==> src/rtl/mst_pkg.sv <==
package mst_pkg;

    // Width of the reported tree weight and its saturation value
    localparam int TOTAL_BITS = 20;
    localparam logic [TOTAL_BITS-1:0] TOTAL_MAX = 20'hFFFFF;

    // Command codes on the mode field
    localparam logic [1:0] MODE_INSERT = 2'd0;
    localparam logic [1:0] MODE_RUN    = 2'd1;
    localparam logic [1:0] MODE_CLEAR  = 2'd2;

    // Controls from the sequencer to the relax/compare stage
    typedef struct packed {
        logic clear;   // start of a pass: reset running minimum
        logic init;    // first pass of a run: take edge row as distances
        logic valid;   // read data for one vertex is on the memory outputs
    } relax_ctl_t;

endpackage

==> src/rtl/mst_ram.sv <==
module mst_ram #(
    parameter int WIDTH = 17,
    parameter int DEPTH = 256
) (
    input  logic                     clk,
    input  logic                     we,
    input  logic [$clog2(DEPTH)-1:0] waddr,
    input  logic [WIDTH-1:0]         wdata,
    input  logic [$clog2(DEPTH)-1:0] raddr,
    output logic [WIDTH-1:0]         rdata
);

    logic [WIDTH-1:0] mem [DEPTH];
    logic [WIDTH-1:0] rdata_reg;

    // One write port, one registered read port
    always_ff @(posedge clk)
    begin
        if (we)
        begin
            mem[waddr] <= wdata;
        end
        rdata_reg <= mem[raddr];
    end

    assign rdata = rdata_reg;

endmodule

==> src/rtl/mst_relax.sv <==
module mst_relax #(
    parameter int VW = 4,
    parameter int DW = 17
) (
    input  logic                   clk,
    input  logic                   rst_n,
    input  mst_pkg::relax_ctl_t    ctl,
    input  logic [VW-1:0]          idx,
    input  logic                   idx_visited,
    input  logic [DW-1:0]          edge_d,
    input  logic [DW-1:0]          best_d,
    output logic [DW-1:0]          new_d,
    output logic [DW-1:0]          min_d,
    output logic [VW-1:0]          pick,
    output logic                   found
);

    localparam logic [DW-1:0] NoEdge = {1'b1, {(DW-1){1'b0}}};

    logic [DW-1:0] min_reg;
    logic [VW-1:0] pick_reg;
    logic          found_reg;
    logic          take;

    // Relax one vertex against the newest tree row
    always_comb
    begin
        if (ctl.init)
        begin
            new_d = edge_d;
        end
        else if (!idx_visited && (edge_d < best_d))
        begin
            new_d = edge_d;
        end
        else
        begin
            new_d = best_d;
        end
        take = ctl.valid && !idx_visited && (new_d < min_reg);
    end

    // Running minimum; strict compare keeps the lowest index on ties
    always_ff @(posedge clk or negedge rst_n)
    begin
        if (!rst_n)
        begin
            found_reg <= 1'b0;
            min_reg   <= NoEdge;
        end
        else if (ctl.clear)
        begin
            found_reg <= 1'b0;
            min_reg   <= NoEdge;
        end
        else if (take)
        begin
            found_reg <= 1'b1;
            min_reg   <= new_d;
        end
    end

    always_ff @(posedge clk)
    begin
        if (take)
        begin
            pick_reg <= idx;
        end
    end

    assign min_d = min_reg;
    assign pick  = pick_reg;
    assign found = found_reg;

endmodule

==> src/rtl/prim_minimum_spanning_tree.sv <==
// Prim spanning tree engine over a weighted adjacency matrix held in a
// synchronous RAM of 2^(2*ceil(log2 MAX_VERTICES)) words (256 by default).
// After reset the matrix RAM is swept to "no edge", one word a cycle;
// in_ready stays low meanwhile. An insert with valid vertices does two
// RAM writes, a clear repeats the sweep. A run of n vertices does one pass
// over n vertices per vertex added: each pass reads a matrix row and the
// distance RAM one vertex a cycle, relaxes and tracks the minimum; a tree
// word waits while the output is stalled. Each item is answered by one or
// more words on the output channel; acknowledgements carry last = 1.
module prim_minimum_spanning_tree #(
    parameter int MAX_VERTICES = 16,
    parameter int WEIGHT_BITS  = 16
) (
    input  logic        clk,
    input  logic        rst_n,
    input  logic        cfg_wen,
    input  logic [4:0]  cfg_wdata,
    input  logic        in_valid,
    output logic        in_ready,
    input  logic [1:0]  mode,
    input  logic [4:0]  vertex_a,
    input  logic [4:0]  vertex_b,
    input  logic [15:0] edge_weight,
    input  logic [3:0]  start_vertex,
    output logic        out_valid,
    input  logic        out_ready,
    output logic [3:0]  tree_vertex,
    output logic        last,
    output logic [19:0] total_weight,
    output logic        disconnected
);

    localparam int VW = $clog2(MAX_VERTICES);
    localparam int CW = $clog2(MAX_VERTICES + 1);
    localparam int AW = 2 * VW;
    localparam int DW = WEIGHT_BITS + 1;
    localparam int TB = mst_pkg::TOTAL_BITS;
    localparam int TW = ((WEIGHT_BITS > TB) ? WEIGHT_BITS : TB) + 1;
    localparam logic [DW-1:0] NoEdge = {1'b1, {(DW-1){1'b0}}};

    localparam logic [2:0] ST_CLEAR  = 3'd0;
    localparam logic [2:0] ST_IDLE   = 3'd1;
    localparam logic [2:0] ST_INS    = 3'd2;
    localparam logic [2:0] ST_SCAN   = 3'd3;
    localparam logic [2:0] ST_DECIDE = 3'd4;

    logic [2:0]              state_reg;
    logic [2:0]              state_next;
    logic [4:0]              vertex_count_reg;
    logic [MAX_VERTICES-1:0] visited_reg;
    logic [CW-1:0]           j_reg;
    logic [CW-1:0]           joined_reg;
    logic                    s1_valid_reg;
    logic [VW-1:0]           s1_idx_reg;
    logic                    init_reg;
    logic [AW-1:0]           clr_addr_reg;
    logic [TB-1:0]           total_reg;
    logic [VW-1:0]           row_reg;
    logic [VW-1:0]           pend_reg;
    logic [VW-1:0]           ins_a_reg;
    logic [VW-1:0]           ins_b_reg;
    logic [WEIGHT_BITS-1:0]  ins_w_reg;

    logic                    out_valid_reg;
    logic [3:0]              out_vertex_reg;
    logic                    out_last_reg;
    logic [TB-1:0]           out_total_reg;
    logic                    out_disc_reg;

    logic                    accept;
    logic                    out_free;
    logic [CW-1:0]           n_eff;
    logic                    range_ok;
    logic                    root_ok;
    logic [VW-1:0]           a_idx;
    logic [VW-1:0]           b_idx;
    logic [VW-1:0]           root_idx;
    logic [WEIGHT_BITS-1:0]  w_in;
    logic                    issue;
    logic                    start_run;
    logic                    grow;
    logic                    emit;
    logic [3:0]              emit_vertex;
    logic                    emit_last;
    logic [TB-1:0]           emit_total;
    logic                    emit_disc;
    logic [TW-1:0]           sum_wide;
    logic [TB-1:0]           total_sat;

    logic                    e_we;
    logic [AW-1:0]           e_waddr;
    logic [DW-1:0]           e_wdata;
    logic [DW-1:0]           e_rdata;
    logic [DW-1:0]           b_rdata;

    mst_pkg::relax_ctl_t     ctl;
    logic [DW-1:0]           relax_new;
    logic [DW-1:0]           relax_min;
    logic [VW-1:0]           relax_pick;
    logic                    relax_found;

    assign out_free = !out_valid_reg || out_ready;
    assign in_ready = (state_reg == ST_IDLE) && out_free;
    assign accept   = in_valid && in_ready;

    // Vertex count in effect, clamped to 1..MAX_VERTICES
    always_comb
    begin
        if (vertex_count_reg == 5'd0)
        begin
            n_eff = CW'(1);
        end
        else if (32'(vertex_count_reg) > MAX_VERTICES)
        begin
            n_eff = CW'(MAX_VERTICES);
        end
        else
        begin
            n_eff = CW'(vertex_count_reg);
        end
    end

    // Input decode
    assign range_ok = (vertex_a != 5'd0) && (32'(vertex_a) <= MAX_VERTICES) &&
                      (vertex_b != 5'd0) && (32'(vertex_b) <= MAX_VERTICES);
    assign root_ok  = 32'(start_vertex) < 32'(n_eff);
    assign a_idx    = VW'(vertex_a - 5'd1);
    assign b_idx    = VW'(vertex_b - 5'd1);
    assign root_idx = VW'(start_vertex);
    assign w_in     = WEIGHT_BITS'(edge_weight);
    assign issue    = j_reg < n_eff;

    // Saturating tree weight
    assign sum_wide  = TW'(total_reg) + TW'(relax_min[WEIGHT_BITS-1:0]);
    assign total_sat = (sum_wide > TW'(mst_pkg::TOTAL_MAX)) ? mst_pkg::TOTAL_MAX
                                                            : TB'(sum_wide);

    // Sequencer, output word selection and matrix write port
    always_comb
    begin
        state_next  = state_reg;
        start_run   = 1'b0;
        grow        = 1'b0;
        emit        = 1'b0;
        emit_vertex = 4'd0;
        emit_last   = 1'b1;
        emit_total  = '0;
        emit_disc   = 1'b0;
        e_we        = 1'b0;
        e_waddr     = clr_addr_reg;
        e_wdata     = NoEdge;
        case (state_reg)
            ST_CLEAR:
            begin
                e_we = 1'b1;
                if (&clr_addr_reg)
                begin
                    state_next = ST_IDLE;
                end
            end
            ST_IDLE:
            begin
                if (accept)
                begin
                    case (mode)
                        mst_pkg::MODE_INSERT:
                        begin
                            emit = 1'b1;
                            if (range_ok)
                            begin
                                e_we       = 1'b1;
                                e_waddr    = {a_idx, b_idx};
                                e_wdata    = {1'b0, w_in};
                                state_next = ST_INS;
                            end
                        end
                        mst_pkg::MODE_RUN:
                        begin
                            if (root_ok)
                            begin
                                start_run  = 1'b1;
                                state_next = ST_SCAN;
                            end
                            else
                            begin
                                emit      = 1'b1;
                                emit_disc = 1'b1;
                            end
                        end
                        mst_pkg::MODE_CLEAR:
                        begin
                            emit       = 1'b1;
                            state_next = ST_CLEAR;
                        end
                        default:
                        begin
                            emit = 1'b1;
                        end
                    endcase
                end
            end
            ST_INS:
            begin
                e_we       = 1'b1;
                e_waddr    = {ins_b_reg, ins_a_reg};
                e_wdata    = {1'b0, ins_w_reg};
                state_next = ST_IDLE;
            end
            ST_SCAN:
            begin
                if (!issue && !s1_valid_reg)
                begin
                    state_next = ST_DECIDE;
                end
            end
            ST_DECIDE:
            begin
                // Previous tree vertex goes out once we know if it is the last
                if (out_free)
                begin
                    emit        = 1'b1;
                    emit_vertex = 4'(pend_reg);
                    if (relax_found)
                    begin
                        grow       = 1'b1;
                        emit_last  = 1'b0;
                        state_next = ST_SCAN;
                    end
                    else
                    begin
                        emit_total = total_reg;
                        emit_disc  = joined_reg != n_eff;
                        state_next = ST_IDLE;
                    end
                end
            end
            default:
            begin
                state_next = ST_IDLE;
            end
        endcase
    end

    // Control state
    always_ff @(posedge clk or negedge rst_n)
    begin
        if (!rst_n)
        begin
            state_reg        <= ST_CLEAR;
            vertex_count_reg <= 5'd16;
            visited_reg      <= '0;
            j_reg            <= '0;
            joined_reg       <= '0;
            s1_valid_reg     <= 1'b0;
            init_reg         <= 1'b0;
            clr_addr_reg     <= '0;
            out_valid_reg    <= 1'b0;
        end
        else
        begin
            state_reg <= state_next;

            if (cfg_wen)
            begin
                vertex_count_reg <= cfg_wdata;
            end

            if (state_reg == ST_CLEAR)
            begin
                clr_addr_reg <= clr_addr_reg + AW'(1);
            end
            else
            begin
                clr_addr_reg <= '0;
            end

            if (start_run || grow)
            begin
                j_reg <= '0;
            end
            else if ((state_reg == ST_SCAN) && issue)
            begin
                j_reg <= j_reg + CW'(1);
            end
            s1_valid_reg <= (state_reg == ST_SCAN) && issue;

            if (start_run)
            begin
                init_reg    <= 1'b1;
                visited_reg <= MAX_VERTICES'(1) << root_idx;
                joined_reg  <= CW'(1);
            end
            else if (grow)
            begin
                init_reg    <= 1'b0;
                visited_reg <= visited_reg | (MAX_VERTICES'(1) << relax_pick);
                joined_reg  <= joined_reg + CW'(1);
            end

            if (emit)
            begin
                out_valid_reg <= 1'b1;
            end
            else if (out_ready)
            begin
                out_valid_reg <= 1'b0;
            end
        end
    end

    // Payload registers
    always_ff @(posedge clk)
    begin
        s1_idx_reg <= j_reg[VW-1:0];
        if (accept)
        begin
            ins_a_reg <= a_idx;
            ins_b_reg <= b_idx;
            ins_w_reg <= w_in;
        end
        if (start_run)
        begin
            row_reg   <= root_idx;
            pend_reg  <= root_idx;
            total_reg <= '0;
        end
        else if (grow)
        begin
            row_reg   <= relax_pick;
            pend_reg  <= relax_pick;
            total_reg <= total_sat;
        end
        if (emit)
        begin
            out_vertex_reg <= emit_vertex;
            out_last_reg   <= emit_last;
            out_total_reg  <= emit_total;
            out_disc_reg   <= emit_disc;
        end
    end

    // Adjacency matrix, row-major by {row, column}
    mst_ram #(
        .WIDTH (DW),
        .DEPTH (1 << AW)
    ) u_edge_ram (
        .clk   (clk),
        .we    (e_we),
        .waddr (e_waddr),
        .wdata (e_wdata),
        .raddr ({row_reg, j_reg[VW-1:0]}),
        .rdata (e_rdata)
    );

    // Best known distance of each vertex to the tree
    mst_ram #(
        .WIDTH (DW),
        .DEPTH (MAX_VERTICES)
    ) u_best_ram (
        .clk   (clk),
        .we    (s1_valid_reg),
        .waddr (s1_idx_reg),
        .wdata (relax_new),
        .raddr (j_reg[VW-1:0]),
        .rdata (b_rdata)
    );

    assign ctl.clear = start_run || grow;
    assign ctl.init  = init_reg;
    assign ctl.valid = s1_valid_reg;

    mst_relax #(
        .VW (VW),
        .DW (DW)
    ) u_relax (
        .clk         (clk),
        .rst_n       (rst_n),
        .ctl         (ctl),
        .idx         (s1_idx_reg),
        .idx_visited (visited_reg[s1_idx_reg]),
        .edge_d      (e_rdata),
        .best_d      (b_rdata),
        .new_d       (relax_new),
        .min_d       (relax_min),
        .pick        (relax_pick),
        .found       (relax_found)
    );

    assign out_valid    = out_valid_reg;
    assign tree_vertex  = out_vertex_reg;
    assign last         = out_last_reg;
    assign total_weight = out_total_reg;
    assign disconnected = out_disc_reg;

endmodule
==> config.mk <==
export PLATFORM = sky130hd
export DESIGN_NAME = prim_minimum_spanning_tree
export DESIGN_NICKNAME = d
export VERILOG_FILES = /design/src/rtl/mst_pkg.sv /design/src/rtl/mst_ram.sv /design/src/rtl/mst_relax.sv /design/src/rtl/prim_minimum_spanning_tree.sv
export SDC_FILE = /design/constraint.sdc
export NUM_CORES = 2
export LEC_CHECK = 0
export BUFFER_PORTS_ARGS = -buffer_cell sky130_fd_sc_hd__buf_2
export CORE_ASPECT_RATIO = 0.8
export CORE_MARGIN = 2
export CORE_UTILIZATION = 60
export CTS_BUF_LIST = sky130_fd_sc_hd__clkbuf_4
export DETAILED_ROUTE_END_ITERATION = 10
export PLACE_DENSITY = 0.81
export SYNTH_ARGS = -nofsm -noshare
export SYNTH_HDL_FRONTEND = slang
export SYNTH_MEMORY_MAX_BITS = 65536
export SYNTH_SLANG_ARGS = --single-unit
==> constraint.sdc <==
create_clock -name clk -period 7.44 [get_ports clk]
set_input_delay 1.488 -clock clk [delete_from_list [all_inputs] [get_ports clk]]
set_output_delay 1.488 -clock clk [all_outputs]
set_load 0.01 [all_outputs]
==> summary.md <==
| Metric | Value |
|---|---|
| Outcome | `finished with violations` |
| Failing checks | `max-slew violations` |
| RSZ-0062 raised after global routing | `no` |
| F_max | `160.0 MHz` |
| GRT Util Overall | `32.52%` |
| Yosys warns | `0` |
| Layout Utilization | `67.90%` |
| Int Power | `52.09 mW` |
| Critical R2R Capture | `u_relax.min_d[1]` |
| Antenna Nets Post-Route | `0` |
| Syn Inst Count | `8047` |
| Max-cap viol count | `0` |
| Global-route wire length before repair | `716.4 mm` |
| Initial DRC Count | `18480` |
| DRT Wirelength | `508.7 mm` |
| CTS Sinks | `4803` |
| Primary FF master, synth | `edfxtp_1` |
| Top reg by flops | `u_edge_ram.mem` |
| Hold Buf Count CTS | `0` |
| Synthesized flop and latch total | `4803` |
| Area contributors post-synth | `edfxtp_1, mux4_2, dfrtp_1` |
| Io pins | `70` |
| Input/output buffers | `69` |
| RR Startpoint | `s1_idx_reg[0]` |
| Crit. End Element | `flip-flop` |
| Worst slew pin tran | `1.665 ns` |
| Sw Share | `31.84%` |
| Fin cells | `14240` |
| Final Hold Viols | `0` |
| Mapped Avg Cell Area | `23.07 sq um` |
| TritonCTS Buffers | `1112` |
| EDFF count, synth | `4682` |
| Worst-path clk slew | `0.07 ns` |
| Worst-Skew Late Latency | `1.52 ns` |
| # rows | `182` |
| Nets | `9358` |
| Root Driver | `clkbuf_4` |
| Top cell type by total area after synthesis | `edfxtp_1` |
| Rel. slew slack | `-10.98%` |
| # setup viols final | `0` |
| Leak | `67.68 nW` |
| Drt via density | `6.986` |
| Largest register FFs | `4352` |
| Via count | `99480` |
| Die Height | `501.5 microns` |
| Netlist Area Pre-Place | `0.1856 sq mm` |
| Total gr overflow | `0` |
| Final min period | `6.251 ns` |
| Tcrit/Tclk final | `84.01%` |
| Critical path launch point type | `flip-flop` |
| Combinational cell fraction of total power | `29.1%` |
| Clock share of power | `28.7%` |
| Post-synth top area share | `75.74%` |
| Required @ worst endpoint | `8.76 ns` |
| Die ar. | `0.3139 sq mm` |
| Final-layout fill cell count | `17710` |
| CP Class | `reg -> reg` |
| DRT Pass-1 Iters | `7` |
| Worst EP arrival | `7.57 ns` |
| Layout Skew | `0.09714 ns` |
| CP Max Fanout | `22` |
| Largest net degree at the start of global routing | `177` |
| Final GP Congestion | `1.002` |
| Hold_ws | `0.2117 ns` |
| Clk buf depth | `4` |
| Fin. max-slew vios | `5` |
| Register area | `0.1434 sq mm` |
| Reg2Reg Depth | `14` |
| Vias in the first global route | `98010` |
| Largest regs | `u_edge_ram.mem: 4352 flops, u_best_ram.mem: 272 flops` |
| Number of gates resized after CTS | `0` |
| Dpl hpwl | `296.8 mm` |
| Initial Util | `60.34%` |
| Layout area overhead | `12.54%` |
| Postcts setup bufs | `0` |
| DRC | `0` |
| VDD IR-drop max | `0.3089 mV` |
| Register area share after synthesis | `77.21%` |
| Proportion of layout cells with a drive suffix above 1 | `39.01%` |
| CTS H-tree depth | `7` |
| Fin Setup TNS | `0 ns` |
| Post-synthesis cell type count | `73` |
| Seq pwr share | `42.2%` |
| Inst Count DP | `12280` |
| CTS tree | `built` |
| Reg2reg setup slack | `1.19 ns` |
| Average wire per standard cell | `35.72 microns` |
| Area of the multi-input gates | `0.04084 sq mm` |
| Cell area power density | `365.8 mW/mm^2` |
| HP Class | `in -> async` |
| Syn nets | `8150` |
| Asr flop ratio synth | `1.312%` |
| Area of the core | `0.3076 sq mm` |
| Psw | `24.33 mW` |
| Chip Width | `625.9 microns` |
| Initial antenna violation count | `47` |
## worst max-delay path by stage
stage	startpoint	slack, ns	to
after floorplan	vertex_a[0]	0.31	u_edge_ram.mem[0][10]
after global placement	vertex_a[0]	0.94	u_edge_ram.mem[88][7]
after detailed placement	vertex_a[0]	0.82	u_edge_ram.mem[88][5]
after CTS	s1_idx_reg[1]	1.15	u_relax.min_d[1]
after global routing	s1_idx_reg[0]	0.76	u_relax.min_d[1]
final	s1_idx_reg[0]	1.19	u_relax.min_d[1]
## through the flow
stage          area (sq um)  total power, mW  setup slack (ns)
2_1_floorplan        185600            46.29            0.3120
3_3_place_gp         194200            53.68            0.9390
3_5_place_dp         194200            54.28            0.8201
4_1_cts              208800            76.01             1.153
5_1_grt              208800            78.35            0.7608
6_report             208900            76.42             1.189
## synthesized netlist by cell type, drive strengths merged (33+ instances only)
cell and count:
clkbuf 228, a21oi 131, mux4 1425, nor2 317, inv 62, buf 219
dfxtp 58, nor3 41, dfrtp 61, ha 60, edfxtp 4682, nand2 94
and2 33, a22oi 66, o21ai 74, nand3 63, a22o 46
## cells in the final DEF, fill, tap and decap left out, types with 21 or more instances in the layout
cell,instances
edfxtp_1,4682
clkbuf_4,1598
mux4_2,1425
buf_4,416
clkinv_1,212
nor2_1,197
a21oi_1,129
nor2_2,119
nand2_1,94
o21ai_0,73
buf_2,69
a22oi_1,66
inv_1,60
ha_1,60
dfxtp_1,58
dfrtp_1,57
buf_12,56
nand3_1,55
bufinv_16,47
diode_2,35
and2_1,32
a221oi_1,30
a22o_1,30
nor3_2,28
mux2i_1,28
mux2_2,28
inv_2,27
nand4_1,25
xor2_1,22
clkinvlp_4,21
## area by class of cell
cell class	count	share of cell area, %
Timing Repair Buffer	541	2.197
Clock buffer	1598	5.743
Sequential cell	4803	68.62
Clock inverter	327	1.245
Tap cell	4140	2.480
Antenna cell	35	0.04193
Inverter	65	0.1240
Multi-Input combinational cell	2732	19.55
## logic make-up (layout without fill, tap and decap cells)
| family | Yosys count | in the layout | synth area share (%) |
|---|---|---|---|
| AO/OA/AOI/OAI | 483 | 483 | 1.764 |
| XOR/XNOR | 35 | 35 | 0.1651 |
| adder cells (fa/ha/maj) | 61 | 61 | 0.4152 |
| buffers and inverters | 512 | 2531 | 1.155 |
| flip-flops | 4803 | 4803 | 77.21 |
| multiplexers | 1481 | 1481 | 17.61 |
| other | 0 | 35 | 0 |
| AND/OR/NAND/NOR | 672 | 672 | 1.679 |
## critical path, stage by stage (launching register included)
cell	delay, ns
dfxtp_1	0.61
mux4_2	0.56
mux4_2	0.57
inv_1	0.12
a21o_1	0.53
nand3_1	0.18
nand2_1	0.45
ha_1	0.37
a211oi_1	0.23
o21ai_0	0.12
o221a_2	0.30
nor4_1	0.44
o2111ai_1	0.19
nand3_1	0.95
mux2_2	0.44
## routing by layer
metal | GRT usage (%) | vias up | part of all wire, %
li1 | - | 37540 | -
met1 | 44.52 | 50700 | 33
met2 | 47.48 | 9817 | 45
met3 | 12.95 | 1387 | 17
met4 | 12.90 | 36 | 4.2
met5 | 0.03078 | - | 0.060
## power groups by stage
stage          registers [mW]  logic [mW]  clock network, mW
6_report                 32.2        22.3               21.9
2_1_floorplan            32.6        13.7                  0
5_1_grt                  32.2        22.8               23.3
3_5_place_dp             32.8        21.5                  0
3_3_place_gp             32.7        20.9                  0
4_1_cts                  32.2        21.7               22.1
Note: power is estimated with default switching activity, not from simulation.
